<file path="config.mk">
export PLATFORM = sky130hd
export DESIGN_NAME = timestamp_merge_sorted_list_unit
export DESIGN_NICKNAME = d
export VERILOG_FILES = /design/src/hw/rtl/tmsl_pkg.sv /design/src/hw/rtl/tmsl_cell.sv /design/src/hw/rtl/timestamp_merge_sorted_list_unit.sv
export SDC_FILE = /design/constraint.sdc
export NUM_CORES = 2
export LEC_CHECK = 0
export BUFFER_PORTS_ARGS = -buffer_cell sky130_fd_sc_hd__clkbuf_2
export CORE_MARGIN = 4
export CORE_UTILIZATION = 47
export DETAILED_ROUTE_END_ITERATION = 12
export PLACE_DENSITY = 0.7
export SETUP_SLACK_MARGIN = 0.05
export SLEW_MARGIN = 25
export SYNTH_ARGS = -nofsm -noshare
export SYNTH_HDL_FRONTEND = slang
export SYNTH_SLANG_ARGS = --single-unit
export TNS_END_PERCENT = 5
</file>
<file path="constraint.sdc">
create_clock -name clk -period 4.4 [get_ports clk]
set_clock_uncertainty 0.05 [all_clocks]
set_input_delay 0.44 -clock clk [delete_from_list [all_inputs] [get_ports clk]]
set_output_delay 0.44 -clock clk [all_outputs]
set_load 0.03 [all_outputs]
</file>
<file path="src/hw/rtl/tmsl_pkg.sv">
// ----------------------------------------------------------------------------
// tmsl_pkg
// Shared types and constants for the timestamp merge sorted list.
// ----------------------------------------------------------------------------
package tmsl_pkg;

	localparam int MAX_STREAMS_DEF    = 16;
	localparam int TIMESTAMP_BITS_DEF = 32;
	localparam int PAYLOAD_BITS_DEF   = 32;
	localparam int STREAM_BITS        = 4;

	// command codes
	localparam logic CMD_ADVANCE = 1'b1;

	// per-beat control broadcast to every cell
	typedef struct packed {
		logic pop;  // remove head, shift list toward the head
		logic ins;  // place the carried event into the list
	} ctl_t;

endpackage

</file>
<file path="src/hw/rtl/tmsl_cell.sv">
// ----------------------------------------------------------------------------
// tmsl_cell
// One slot of the sorted list: holds an entry, compares it against the
// incoming timestamp and takes its next value from itself, a neighbor or the event.
// ----------------------------------------------------------------------------
module tmsl_cell #(
	parameter int TIMESTAMP_BITS = tmsl_pkg::TIMESTAMP_BITS_DEF,
	parameter int PAYLOAD_BITS   = tmsl_pkg::PAYLOAD_BITS_DEF
) (
	input  logic                             clk,
	input  logic                             arst_n,
	input  tmsl_pkg::ctl_t                   ctl,
	input  logic                             head_cell,
	input  logic [TIMESTAMP_BITS-1:0]        ev_ts,
	input  logic [PAYLOAD_BITS-1:0]          ev_pl,
	input  logic [tmsl_pkg::STREAM_BITS-1:0] ev_stream,
	input  logic                             left_valid,
	input  logic [TIMESTAMP_BITS-1:0]        left_ts,
	input  logic [PAYLOAD_BITS-1:0]          left_pl,
	input  logic [tmsl_pkg::STREAM_BITS-1:0] left_stream,
	input  logic                             left_le,
	input  logic                             right_valid,
	input  logic [TIMESTAMP_BITS-1:0]        right_ts,
	input  logic [PAYLOAD_BITS-1:0]          right_pl,
	input  logic [tmsl_pkg::STREAM_BITS-1:0] right_stream,
	input  logic                             right_le,
	output logic                             valid,
	output logic [TIMESTAMP_BITS-1:0]        ts,
	output logic [PAYLOAD_BITS-1:0]          pl,
	output logic [tmsl_pkg::STREAM_BITS-1:0] stream,
	output logic                             le
);
	import tmsl_pkg::*;

	logic                      valid_q;
	logic [TIMESTAMP_BITS-1:0] ts_q;
	logic [PAYLOAD_BITS-1:0]   pl_q;
	logic [STREAM_BITS-1:0]    stream_q;

	// contents of this slot and the slot before it once the head is removed
	logic                      sh_valid, sh_le;
	logic [TIMESTAMP_BITS-1:0] sh_ts;
	logic [PAYLOAD_BITS-1:0]   sh_pl;
	logic [STREAM_BITS-1:0]    sh_stream;
	logic                      pv_valid, pv_le;
	logic [TIMESTAMP_BITS-1:0] pv_ts;
	logic [PAYLOAD_BITS-1:0]   pv_pl;
	logic [STREAM_BITS-1:0]    pv_stream;

	logic                      nx_valid;
	logic [TIMESTAMP_BITS-1:0] nx_ts;
	logic [PAYLOAD_BITS-1:0]   nx_pl;
	logic [STREAM_BITS-1:0]    nx_stream;

	assign le = valid_q && (ts_q <= ev_ts);

	always_comb begin
		if (ctl.pop) begin
			sh_valid  = right_valid;
			sh_ts     = right_ts;
			sh_pl     = right_pl;
			sh_stream = right_stream;
			sh_le     = right_le;
			pv_valid  = valid_q;
			pv_ts     = ts_q;
			pv_pl     = pl_q;
			pv_stream = stream_q;
			pv_le     = head_cell | le;
		end else begin
			sh_valid  = valid_q;
			sh_ts     = ts_q;
			sh_pl     = pl_q;
			sh_stream = stream_q;
			sh_le     = le;
			pv_valid  = left_valid;
			pv_ts     = left_ts;
			pv_pl     = left_pl;
			pv_stream = left_stream;
			pv_le     = head_cell | left_le;
		end

		nx_valid  = sh_valid;
		nx_ts     = sh_ts;
		nx_pl     = sh_pl;
		nx_stream = sh_stream;
		// keep entries not later than the event; the boundary slot takes the event,
		// slots behind it take their predecessor
		if (ctl.ins && !sh_le) begin
			if (pv_le) begin
				nx_valid  = 1'b1;
				nx_ts     = ev_ts;
				nx_pl     = ev_pl;
				nx_stream = ev_stream;
			end else begin
				nx_valid  = pv_valid;
				nx_ts     = pv_ts;
				nx_pl     = pv_pl;
				nx_stream = pv_stream;
			end
		end
	end

	always_ff @(posedge clk or negedge arst_n) begin
		if (!arst_n) begin
			valid_q <= 1'b0;
		end else begin
			valid_q <= nx_valid;
		end
	end

	always_ff @(posedge clk) begin
		ts_q     <= nx_ts;
		pl_q     <= nx_pl;
		stream_q <= nx_stream;
	end

	assign valid  = valid_q;
	assign ts     = ts_q;
	assign pl     = pl_q;
	assign stream = stream_q;

endmodule

</file>
<file path="src/hw/rtl/timestamp_merge_sorted_list_unit.sv">
// Latency: a beat accepted at one edge shows its result with done high in the next cycle.
// Throughput: one beat per cycle; the whole row of cells updates at once, driven by
// the broadcast compare and the neighbor select in each cell.
// busy stays low; the receiver cannot stall and every result is shown for one cycle.
// Reset clears the entry count and every cell's valid bit; entry contents are not reset.
// ----------------------------------------------------------------------------
// timestamp_merge_sorted_list_unit
// Shift-register sorted list merging timestamp-ordered streams: insert an
// event, or emit the head and insert any follow-up of its stream.
// ----------------------------------------------------------------------------
module timestamp_merge_sorted_list_unit #(
	parameter int MAX_STREAMS    = tmsl_pkg::MAX_STREAMS_DEF,
	parameter int TIMESTAMP_BITS = tmsl_pkg::TIMESTAMP_BITS_DEF,
	parameter int PAYLOAD_BITS   = tmsl_pkg::PAYLOAD_BITS_DEF,
	parameter int COUNT_BITS     = $clog2(MAX_STREAMS + 1)
) (
	input  logic                             clk,
	input  logic                             arst_n,
	input  logic                             start,
	output logic                             busy,
	input  logic                             cmd,
	input  logic                             has_event,
	input  logic [tmsl_pkg::STREAM_BITS-1:0] event_stream,
	input  logic [TIMESTAMP_BITS-1:0]        event_timestamp,
	input  logic [PAYLOAD_BITS-1:0]          event_payload,
	output logic                             done,
	output logic                             emitted,
	output logic [tmsl_pkg::STREAM_BITS-1:0] out_stream,
	output logic [TIMESTAMP_BITS-1:0]        out_timestamp,
	output logic [PAYLOAD_BITS-1:0]          out_payload,
	output logic [COUNT_BITS-1:0]            pending_count,
	output logic                             overflow
);
	import tmsl_pkg::*;

	localparam logic [COUNT_BITS-1:0] FULL = COUNT_BITS'(MAX_STREAMS);

	logic [COUNT_BITS-1:0] count_q, count_nx;
	logic                  accept, pop, full, ins, drop;
	ctl_t                  ctl;
	logic [STREAM_BITS-1:0] ins_stream;

	logic                      c_valid  [MAX_STREAMS];
	logic [TIMESTAMP_BITS-1:0] c_ts     [MAX_STREAMS];
	logic [PAYLOAD_BITS-1:0]   c_pl     [MAX_STREAMS];
	logic [STREAM_BITS-1:0]    c_stream [MAX_STREAMS];
	logic                      c_le     [MAX_STREAMS];

	logic [MAX_STREAMS-1:0]    valid_vec;

	assign busy   = 1'b0;
	assign accept = start && !busy;
	assign full   = (count_q == FULL);
	assign pop    = accept && (cmd == CMD_ADVANCE) && (count_q != '0);
	assign ins    = accept && has_event && (pop || !full);
	assign drop   = accept && has_event && !pop && full;

	// a follow-up event belongs to the stream of the head it replaces
	assign ins_stream = pop ? c_stream[0] : event_stream;

	assign ctl.pop = pop;
	assign ctl.ins = ins;

	assign count_nx = count_q - COUNT_BITS'(pop) + COUNT_BITS'(ins);

	genvar i;
	generate
		for (i = 0; i < MAX_STREAMS; i++) begin : g_cell
			logic                      l_valid, l_le, r_valid, r_le;
			logic [TIMESTAMP_BITS-1:0] l_ts, r_ts;
			logic [PAYLOAD_BITS-1:0]   l_pl, r_pl;
			logic [STREAM_BITS-1:0]    l_stream, r_stream;

			if (i == 0) begin : g_first
				assign l_valid  = 1'b0;
				assign l_ts     = '0;
				assign l_pl     = '0;
				assign l_stream = '0;
				assign l_le     = 1'b0;
			end else begin : g_mid_l
				assign l_valid  = c_valid[i-1];
				assign l_ts     = c_ts[i-1];
				assign l_pl     = c_pl[i-1];
				assign l_stream = c_stream[i-1];
				assign l_le     = c_le[i-1];
			end

			if (i == MAX_STREAMS - 1) begin : g_last
				assign r_valid  = 1'b0;
				assign r_ts     = '0;
				assign r_pl     = '0;
				assign r_stream = '0;
				assign r_le     = 1'b0;
			end else begin : g_mid_r
				assign r_valid  = c_valid[i+1];
				assign r_ts     = c_ts[i+1];
				assign r_pl     = c_pl[i+1];
				assign r_stream = c_stream[i+1];
				assign r_le     = c_le[i+1];
			end

			tmsl_cell #(
				.TIMESTAMP_BITS(TIMESTAMP_BITS),
				.PAYLOAD_BITS  (PAYLOAD_BITS)
			) u_cell (
				.clk         (clk),
				.arst_n      (arst_n),
				.ctl         (ctl),
				.head_cell   ((i == 0) ? 1'b1 : 1'b0),
				.ev_ts       (event_timestamp),
				.ev_pl       (event_payload),
				.ev_stream   (ins_stream),
				.left_valid  (l_valid),
				.left_ts     (l_ts),
				.left_pl     (l_pl),
				.left_stream (l_stream),
				.left_le     (l_le),
				.right_valid (r_valid),
				.right_ts    (r_ts),
				.right_pl    (r_pl),
				.right_stream(r_stream),
				.right_le    (r_le),
				.valid       (c_valid[i]),
				.ts          (c_ts[i]),
				.pl          (c_pl[i]),
				.stream      (c_stream[i]),
				.le          (c_le[i])
			);

			assign valid_vec[i] = c_valid[i];
		end
	endgenerate

	always_ff @(posedge clk or negedge arst_n) begin
		if (!arst_n) begin
			count_q       <= '0;
			done          <= 1'b0;
			emitted       <= 1'b0;
			out_stream    <= '0;
			out_timestamp <= '0;
			out_payload   <= '0;
			pending_count <= '0;
			overflow      <= 1'b0;
		end else begin
			done <= accept;
			if (accept) begin
				count_q       <= count_nx;
				emitted       <= pop;
				out_stream    <= pop ? c_stream[0] : '0;
				out_timestamp <= pop ? c_ts[0] : '0;
				out_payload   <= pop ? c_pl[0] : '0;
				pending_count <= count_nx;
				overflow      <= drop;
			end
		end
	end

`ifndef SYNTHESIS
	a_count_matches_cells: assert property (@(posedge clk) disable iff (!arst_n)
		$countones(valid_vec) == int'(count_q))
		else $error("cell valid bits disagree with entry count");

	a_head_order: assert property (@(posedge clk) disable iff (!arst_n)
		valid_vec[1] |-> (c_ts[0] <= c_ts[1]))
		else $error("head entry later than its successor");

	a_result_follows_beat: assert property (@(posedge clk) disable iff (!arst_n)
		accept |=> done && (pending_count == count_q))
		else $error("result missing or count mismatch after accepted beat");

	a_overflow_no_emit: assert property (@(posedge clk) disable iff (!arst_n)
		(done && overflow) |-> (!emitted && pending_count == FULL))
		else $error("overflow flagged on an emitting or non-full step");
`endif

endmodule

</file>
# Yosys cells after proc, flatten, opt, wreduce, memory -nomap -nowiden
# Index checks and enable logic that the tools add are counted.
classes:
  reduce_logical: 59
  bitwise_logic: 0
  n_shift: 0
  muxes: 207
  n_lt_le_gt_ge: 16
  n_mul: 0
  eq_ne: 1
  n_div: 0
  n_addsub: 2
ops:
  columns: ["cell", "count"]
  rows:
  - ["32-bit two-way mux", 95]
  - ["32-bit less-or-equal comparator", 16]
  - ["4-bit two-way mux", 49]
  - ["1-bit two-way mux", 63]
  - ["1-bit logical AND", 38]
  - ["1-bit zero test", 18]
  - ["5-bit by 1-bit adder with 5-bit output", 1]
  - ["5-bit == test (second input constant)", 1]
  - ["5-bit nonzero test", 1]
  - ["5-bit by 1-bit subtractor with 5-bit output", 1]
  - ["2-bit nonzero test", 1]
  - ["1-bit logical OR", 1]
word_totals:
  latch_bits: 0
  ramBits: 0
  input_bits: 73
  word_cells: 356
  romBits: 0
  reg_bits: 1180
  mem_count: 0

# Logic depth before layout (Yosys ltp)
depth:
  word_depth: 6
  ltp_mapped: 18

# Hierarchy
# A second synthesis with hierarchy kept.
unflattened:
  cells_unflattened: 6894
  hier_area_um2: 74572.8
modules_own_cells:
  columns: ["module", "area_each_um2", "n_inst", "cells_each", "seq_area_each_um2"]
  rows:
  - ["tmsl_cell at g_cell[0].u_cell ...", 4436.8, 13, 433, 2067.0]
  - ["tmsl_cell at g_cell[7].u_cell ...", 4618.2, 3, 350, 2067.0]
  - ["timestamp_merge_sorted_list_unit", 3040.4, 1, 215, 1901.8]

# Worst setup path after synthesis
# No wires, ideal clock.
synth_timing:
  path_kind: "input-to-reg"
  startpoint: "in event_timestamp[29]"
  endpoint: "reg g_cell[15].u_cell.pl_q[0], enable pin"
  setup_time_ps: 720
  path_buffers: 2
  arrival_ps: 3973
  stages: 12
  path_slack_ps: -343
  cell_sequence: "inv_1 -> ha_1 -> a21o_1 -> a21o_1 -> a221oi_1 -> o21ai_0 -> nor3_1 -> o21ai_0 -> o21ai_1 -> buf_2 -> buf_2 -> nand2_1"
synth_via:
  elab_chain_cells: 6
synth_lines:
  columns: ["item", "line_no", "source"]
  rows:
  - ["from (decl)", "timestamp_merge_sorted_list_unit.sv:24", "input logic [TIMESTAMP_BITS-1:0] event_timestamp,"]
  - ["32-bit less-or-equal comparator", "tmsl_cell.sv:55", "assign le = valid_q && (ts_q <= ev_ts);"]
  - ["1-bit logical AND", "tmsl_cell.sv:55", null]
  - ["1-bit two-way mux", "tmsl_cell.sv:58", "if (ctl.pop) begin"]
  - ["1-bit zero test", "tmsl_cell.sv:88", "if (ctl.ins && !sh_le) begin"]
  - ["1-bit logical AND", "tmsl_cell.sv:88", null]
  - ["2-bit nonzero test (no source line)", null, null]
  - ["to (signal assigned)", "tmsl_cell.sv:113", "pl_q <= nx_pl;"]
  - ["to (decl)", "tmsl_cell.sv:37", "logic [PAYLOAD_BITS-1:0] pl_q;"]
# No other way between the ends.
# A chain may end at the register's enable or synchronous reset.

# Worst setup path in the final report
layout_timing:
  startpoint: "reg count_q[2]"
  endpoint: "reg g_cell[1].u_cell.ts_q[30]"
layout_via:
  elab_chain_cells: 6
layout_lines:
  columns: ["item", "line_no", "source"]
  rows:
  - ["from (decl)", "timestamp_merge_sorted_list_unit.sv:38", "logic [COUNT_BITS-1:0] count_q, count_nx;"]
  - ["from (signal assigned)", "timestamp_merge_sorted_list_unit.sv:147", "count_q <= count_nx;"]
  - ["5-bit == test / 5-bit nonzero test (equally long branches)", "timestamp_merge_sorted_list_unit.sv:53, timestamp_merge_sorted_list_unit.sv:54", null]
  - ["1-bit zero test / 1-bit logical AND (equally long branches)", "timestamp_merge_sorted_list_unit.sv:55, timestamp_merge_sorted_list_unit.sv:54", null]
  - ["1-bit logical OR / 1-bit two-way mux (equally long branches)", "timestamp_merge_sorted_list_unit.sv:55, tmsl_cell.sv:58", null]
  - ["1-bit logical AND / 1-bit zero test (equally long branches)", "timestamp_merge_sorted_list_unit.sv:55, tmsl_cell.sv:88", null]
  - ["1-bit logical AND", "tmsl_cell.sv:88", null]
  - ["32-bit two-way mux (*)", "tmsl_cell.sv:88", null]
  - ["named net g_cell[1].u_cell.nx_ts[30]", "tmsl_cell.sv:51", "logic [TIMESTAMP_BITS-1:0] nx_ts;"]
  - ["to (signal assigned)", "tmsl_cell.sv:112", "ts_q <= nx_ts;"]
  - ["to (decl)", "tmsl_cell.sv:36", "logic [TIMESTAMP_BITS-1:0] ts_q;"]
# The timed path passes the listed nets; every way through them passes the cells marked *.

==> results.yml <==
detailed_routing:
  vias_per_cell: 5.98
  initialDrtViolationCount: 5047
  drc: 0
  drtAntennaViolNets: 0
  routedWlPerCell_um: 20.4
  dr.pass1.iters: 8
  vias: 63265
  drt_wl_total_mm: 216
power_and_ir_drop:
  p_int_mw: 34.4
  switching_power_mw: 26.6
  p_leak_nw: 36.9
  seqPwrFrac_pct: 33.5
  ir_drop_uv: 731
  power_mw: 61.1
  clkPwrFrac_pct: 19.1
  combPwrFrac_pct: 47.4
  powerDensity_mw_per_mm2: 766
  switching_share_pct: 43.6
logic_synthesis:
  ys_async_sr_fraction_pct: 7.80
  yosysTopAreaCell: "dfxtp_1"
  ys_types: 80
  synth_fp_nets: 9144
  synth-seq-cells: 1180
  synth_cells: 8553
  synthTopCellsByArea: "dfxtp_1 29%, mux2i_1 15%, nand2_1 9.4%"
  syn-cell-area_mm2: 0.0712
  synth_area_per_cell_um2: 8.32
  yosys_warnings: 0
  synth_top_area_share_pct: 28.7
  synth_flop_cell: "dfxtp_1"
  seq_area_frac_synth_pct: 34.8
  synth_edf_count: 68
cells_and_area:
  layout-drive-gt1-share_pct: 9.83
  nets: 9047
  final_area_mm2: 0.0798
  fin_util_pct: 53.1
  synthToLayoutAreaGrowth_pct: 12.1
cts:
  ctsHtreeMaxLevel: 4
  clk_pin_slew_ns: 0.06
  cts_setup_buffers: 0
  clk_latency_ns: 0.81
  cts_tree: "built"
  cts_buffer_depth: 3
  clock-sinks: 1180
  clockRootBuffer: "clkbuf_16"
  cts_made_buffers: 136
die:
  fp-row-count: 142
  core_area_mm2: 0.150
  die_h_um: 397
  die_w_um: 397
  start_util_pct: 47.4
  die-area_mm2: 0.158
  io_pins: 150
timing:
  period_share_pct: 88.8
  rsz0062_at_grt: "no"
  report.final.slew_viol_count: 0
  min_period_ns: 3.91
  setup_violations: 0
  fmax_ghz: 0.256
  finalWorstSetupSlack_ns: 0.493
  maxSlewHeadroom_pct: 34.1
  finalHoldViolCount: 0
  worst_pin_slew_ns: 0.964
hold_path:
  hold_end: "g_cell[6].u_cell.stream[1]"
  worstHoldStart: "event_stream[1]"
  holdPathStages: 5
  hold_class: "in2reg"
global_route:
  grt_pass1_wl_mm: 340
  grt_remaining_overflow: 0
  grt_pass1_vias: 60696
  grt_antenna_before_repair: 12
  grt_max_degree: 134
  grtUsageTotal_pct: 26.5
setup_path:
  crit_type: "reg2reg"
  regToRegEndpoint: "g_cell[1].u_cell.ts[30]"
  path_cells: "inv_1 > ha_1 > or4b_1 > and3_4 > buf_4 > buf_4 > nand2_1 > nand2_1 > mux2i_1 > a21oi_1"
  cp-end-kind: "flop"
  cpMaxStageDelayCell: "buf_4"
  critical_path_arrival_ns: 4.55
  r2r-start: "count_q[2]"
  critPathMaxStageDelay_ns: 0.74
  reg2reg_depth: 10
  reg2reg_setup_slack_ns: 0.49
  critical_path.max_fanout: 64
  worstPathRequired_ns: 5.04
  critPathLaunchType: "flop"
flow_run:
  max-cap-violations: 0
placement:
  dp_slack_ns: -0.0480
  post_dp_cell_area_mm2: 0.0750
  port_buffers: 148
  dp.final_hpwl_mm: 152
  gp_congestion: 0.919
status:
  status: "finished clean"
[cells in the final DEF (no fill, tap or decap), drive strengths merged, types with 17 or more instances in the layout]
| cell | n |
|---|---|
| nand2b | 17 |
| clkbuf | 349 |
| dfrtp | 92 |
| ha | 517 |
| buf | 287 |
| dfxtp | 1020 |
| mux2i | 1095 |
| nand3 | 123 |
| nand2 | 1790 |
| a22oi | 73 |
| a211oi | 117 |
| o211ai | 324 |
| o221ai | 72 |
| a221oi | 17 |
| and2 | 17 |
| nor2b | 25 |
| nor4 | 23 |
| nand4 | 107 |
| clkinv | 35 |
| inv | 191 |
| a21oi | 403 |
| o21ai | 607 |
| o221a | 64 |
| nor2 | 550 |
| o22ai | 76 |
| mux2 | 75 |
| edfxtp | 68 |
| nor3 | 34 |
| a21o | 98 |
| a31oi | 172 |
[registers in the layout, summed over array words and instances (netlist names)]
signal,count
out_timestamp,32
count_q,5
g_cell.u_cell.ts,512
done,1
g_cell.u_cell.pl,512
overflow,1
out_payload,32
g_cell.u_cell.stream,64
out_stream,4
g_cell.u_cell.valid,16
emitted,1
[power by group through the flow]
stage	combinational, mW	clock [mW]	sequential [mW]
after global routing	32.2	12.3	21.1
after detailed placement	28.5	0	20.5
after floorplan	20.5	0	19.5
after CTS	28.7	11.9	20.3
after global placement	27.5	0	20.3
final	29.0	11.7	20.4
[timing repair]
action / 4_1_cts / 5_1_grt
gates resized for setup: 0 / 0
endpoints found under the hold margin: 40 / 0
hold buffers: 5 / 0
[cells in the mapped netlist, types with 15 or more instances]
cell      count
o211ai_1    324
a221oi_1     17
nand2b_1     17
nor4_1       23
dfrtp_1      92
nand3_1     122
nand2_1    1790
nor3_1       33
o221ai_1     72
nand4_1     107
a31oi_1     171
o21ai_1      21
buf_4        23
o221a_2      64
a21o_1       98
nor2_1      548
edfxtp_1     68
and2_1       15
dfxtp_1    1020
nor2b_1      25
clkbuf_1    374
inv_1       183
mux2i_1    1094
a22oi_1      72
a211oi_1    116
a21oi_1     401
buf_1        63
o22ai_1      74
ha_1        517
mux2_2       75
o21ai_0     584
buf_2       211
[per-layer routing]
metal	vias to the layer above	global-route usage (%)	wire, µm
met5	-	0	103
met4	16	9.83	7050
met3	375	5.23	15700
met2	2038	42.7	98100
met1	30191	35.1	95000
li1	30645	-	-
[metrics by stage]
stage	TNS, ns	std cells	hold WS, ns
3_5_place_dp	-0.435	10329	0.402
5_1_grt	0	10587	0.0468
2_1_floorplan	0	8553	0.0944
4_1_cts	0	10584	0.000424
6_report	0	10588	0.0474
3_3_place_gp	-0.0583	10329	0.399
[final cells by class]
type | count | area, µm²
clock buffers | 203 | 4050
multi-input cells | 6517 | 43100
repair buffers | 438 | 4010
fillers | 13673 | 70400
well taps | 2016 | 2520
flip-flops and latches | 1180 | 24800
clock inverters | 47 | 612
diodes | 4 | 10.0
inverters | 183 | 687
[critical path, delay by kind of cell, from the launching register on]
family | cells | cell delay [ns]
adder cells (fa/ha/maj) | 1 | 0.22
AO/OA/AOI/OAI | 1 | 0.15
multiplexers | 1 | 0.10
buffers and inverters | 3 | 1.42
flip-flops | 1 | 0.38
AND/OR/NAND/NOR | 4 | 1.40
[cells by family after synthesis]
group,count (synthesis),synth area share (%)
adders and majority gates,518,9.12
and+or+nand+nor,2739,15.7
DFF,1180,34.8
muxes,1170,16.6
AOI/OAI and AO/OA,2085,18.7
buffers and inverters,856,5.02
xor gates and xnor gates,4,0.0492
other,1,0.00527
[worst max path at each step]
stage | end | start | slack [ns]
floorplan | g_cell[15].u_cell.pl[0] | event_timestamp[29] | 0.35
global placement | g_cell[13].u_cell.pl[17] | event_timestamp[25] | -0.008
detailed placement | g_cell[13].u_cell.ts[0] | event_timestamp[25] | -0.05
CTS | g_cell[1].u_cell.ts[30] | count_q[2] | 0.59
global route | g_cell[11].u_cell.pl[14] | count_q[2] | 0.31
finish | g_cell[1].u_cell.ts[30] | count_q[2] | 0.49
Note: power is estimated with default switching activity, not from simulation.
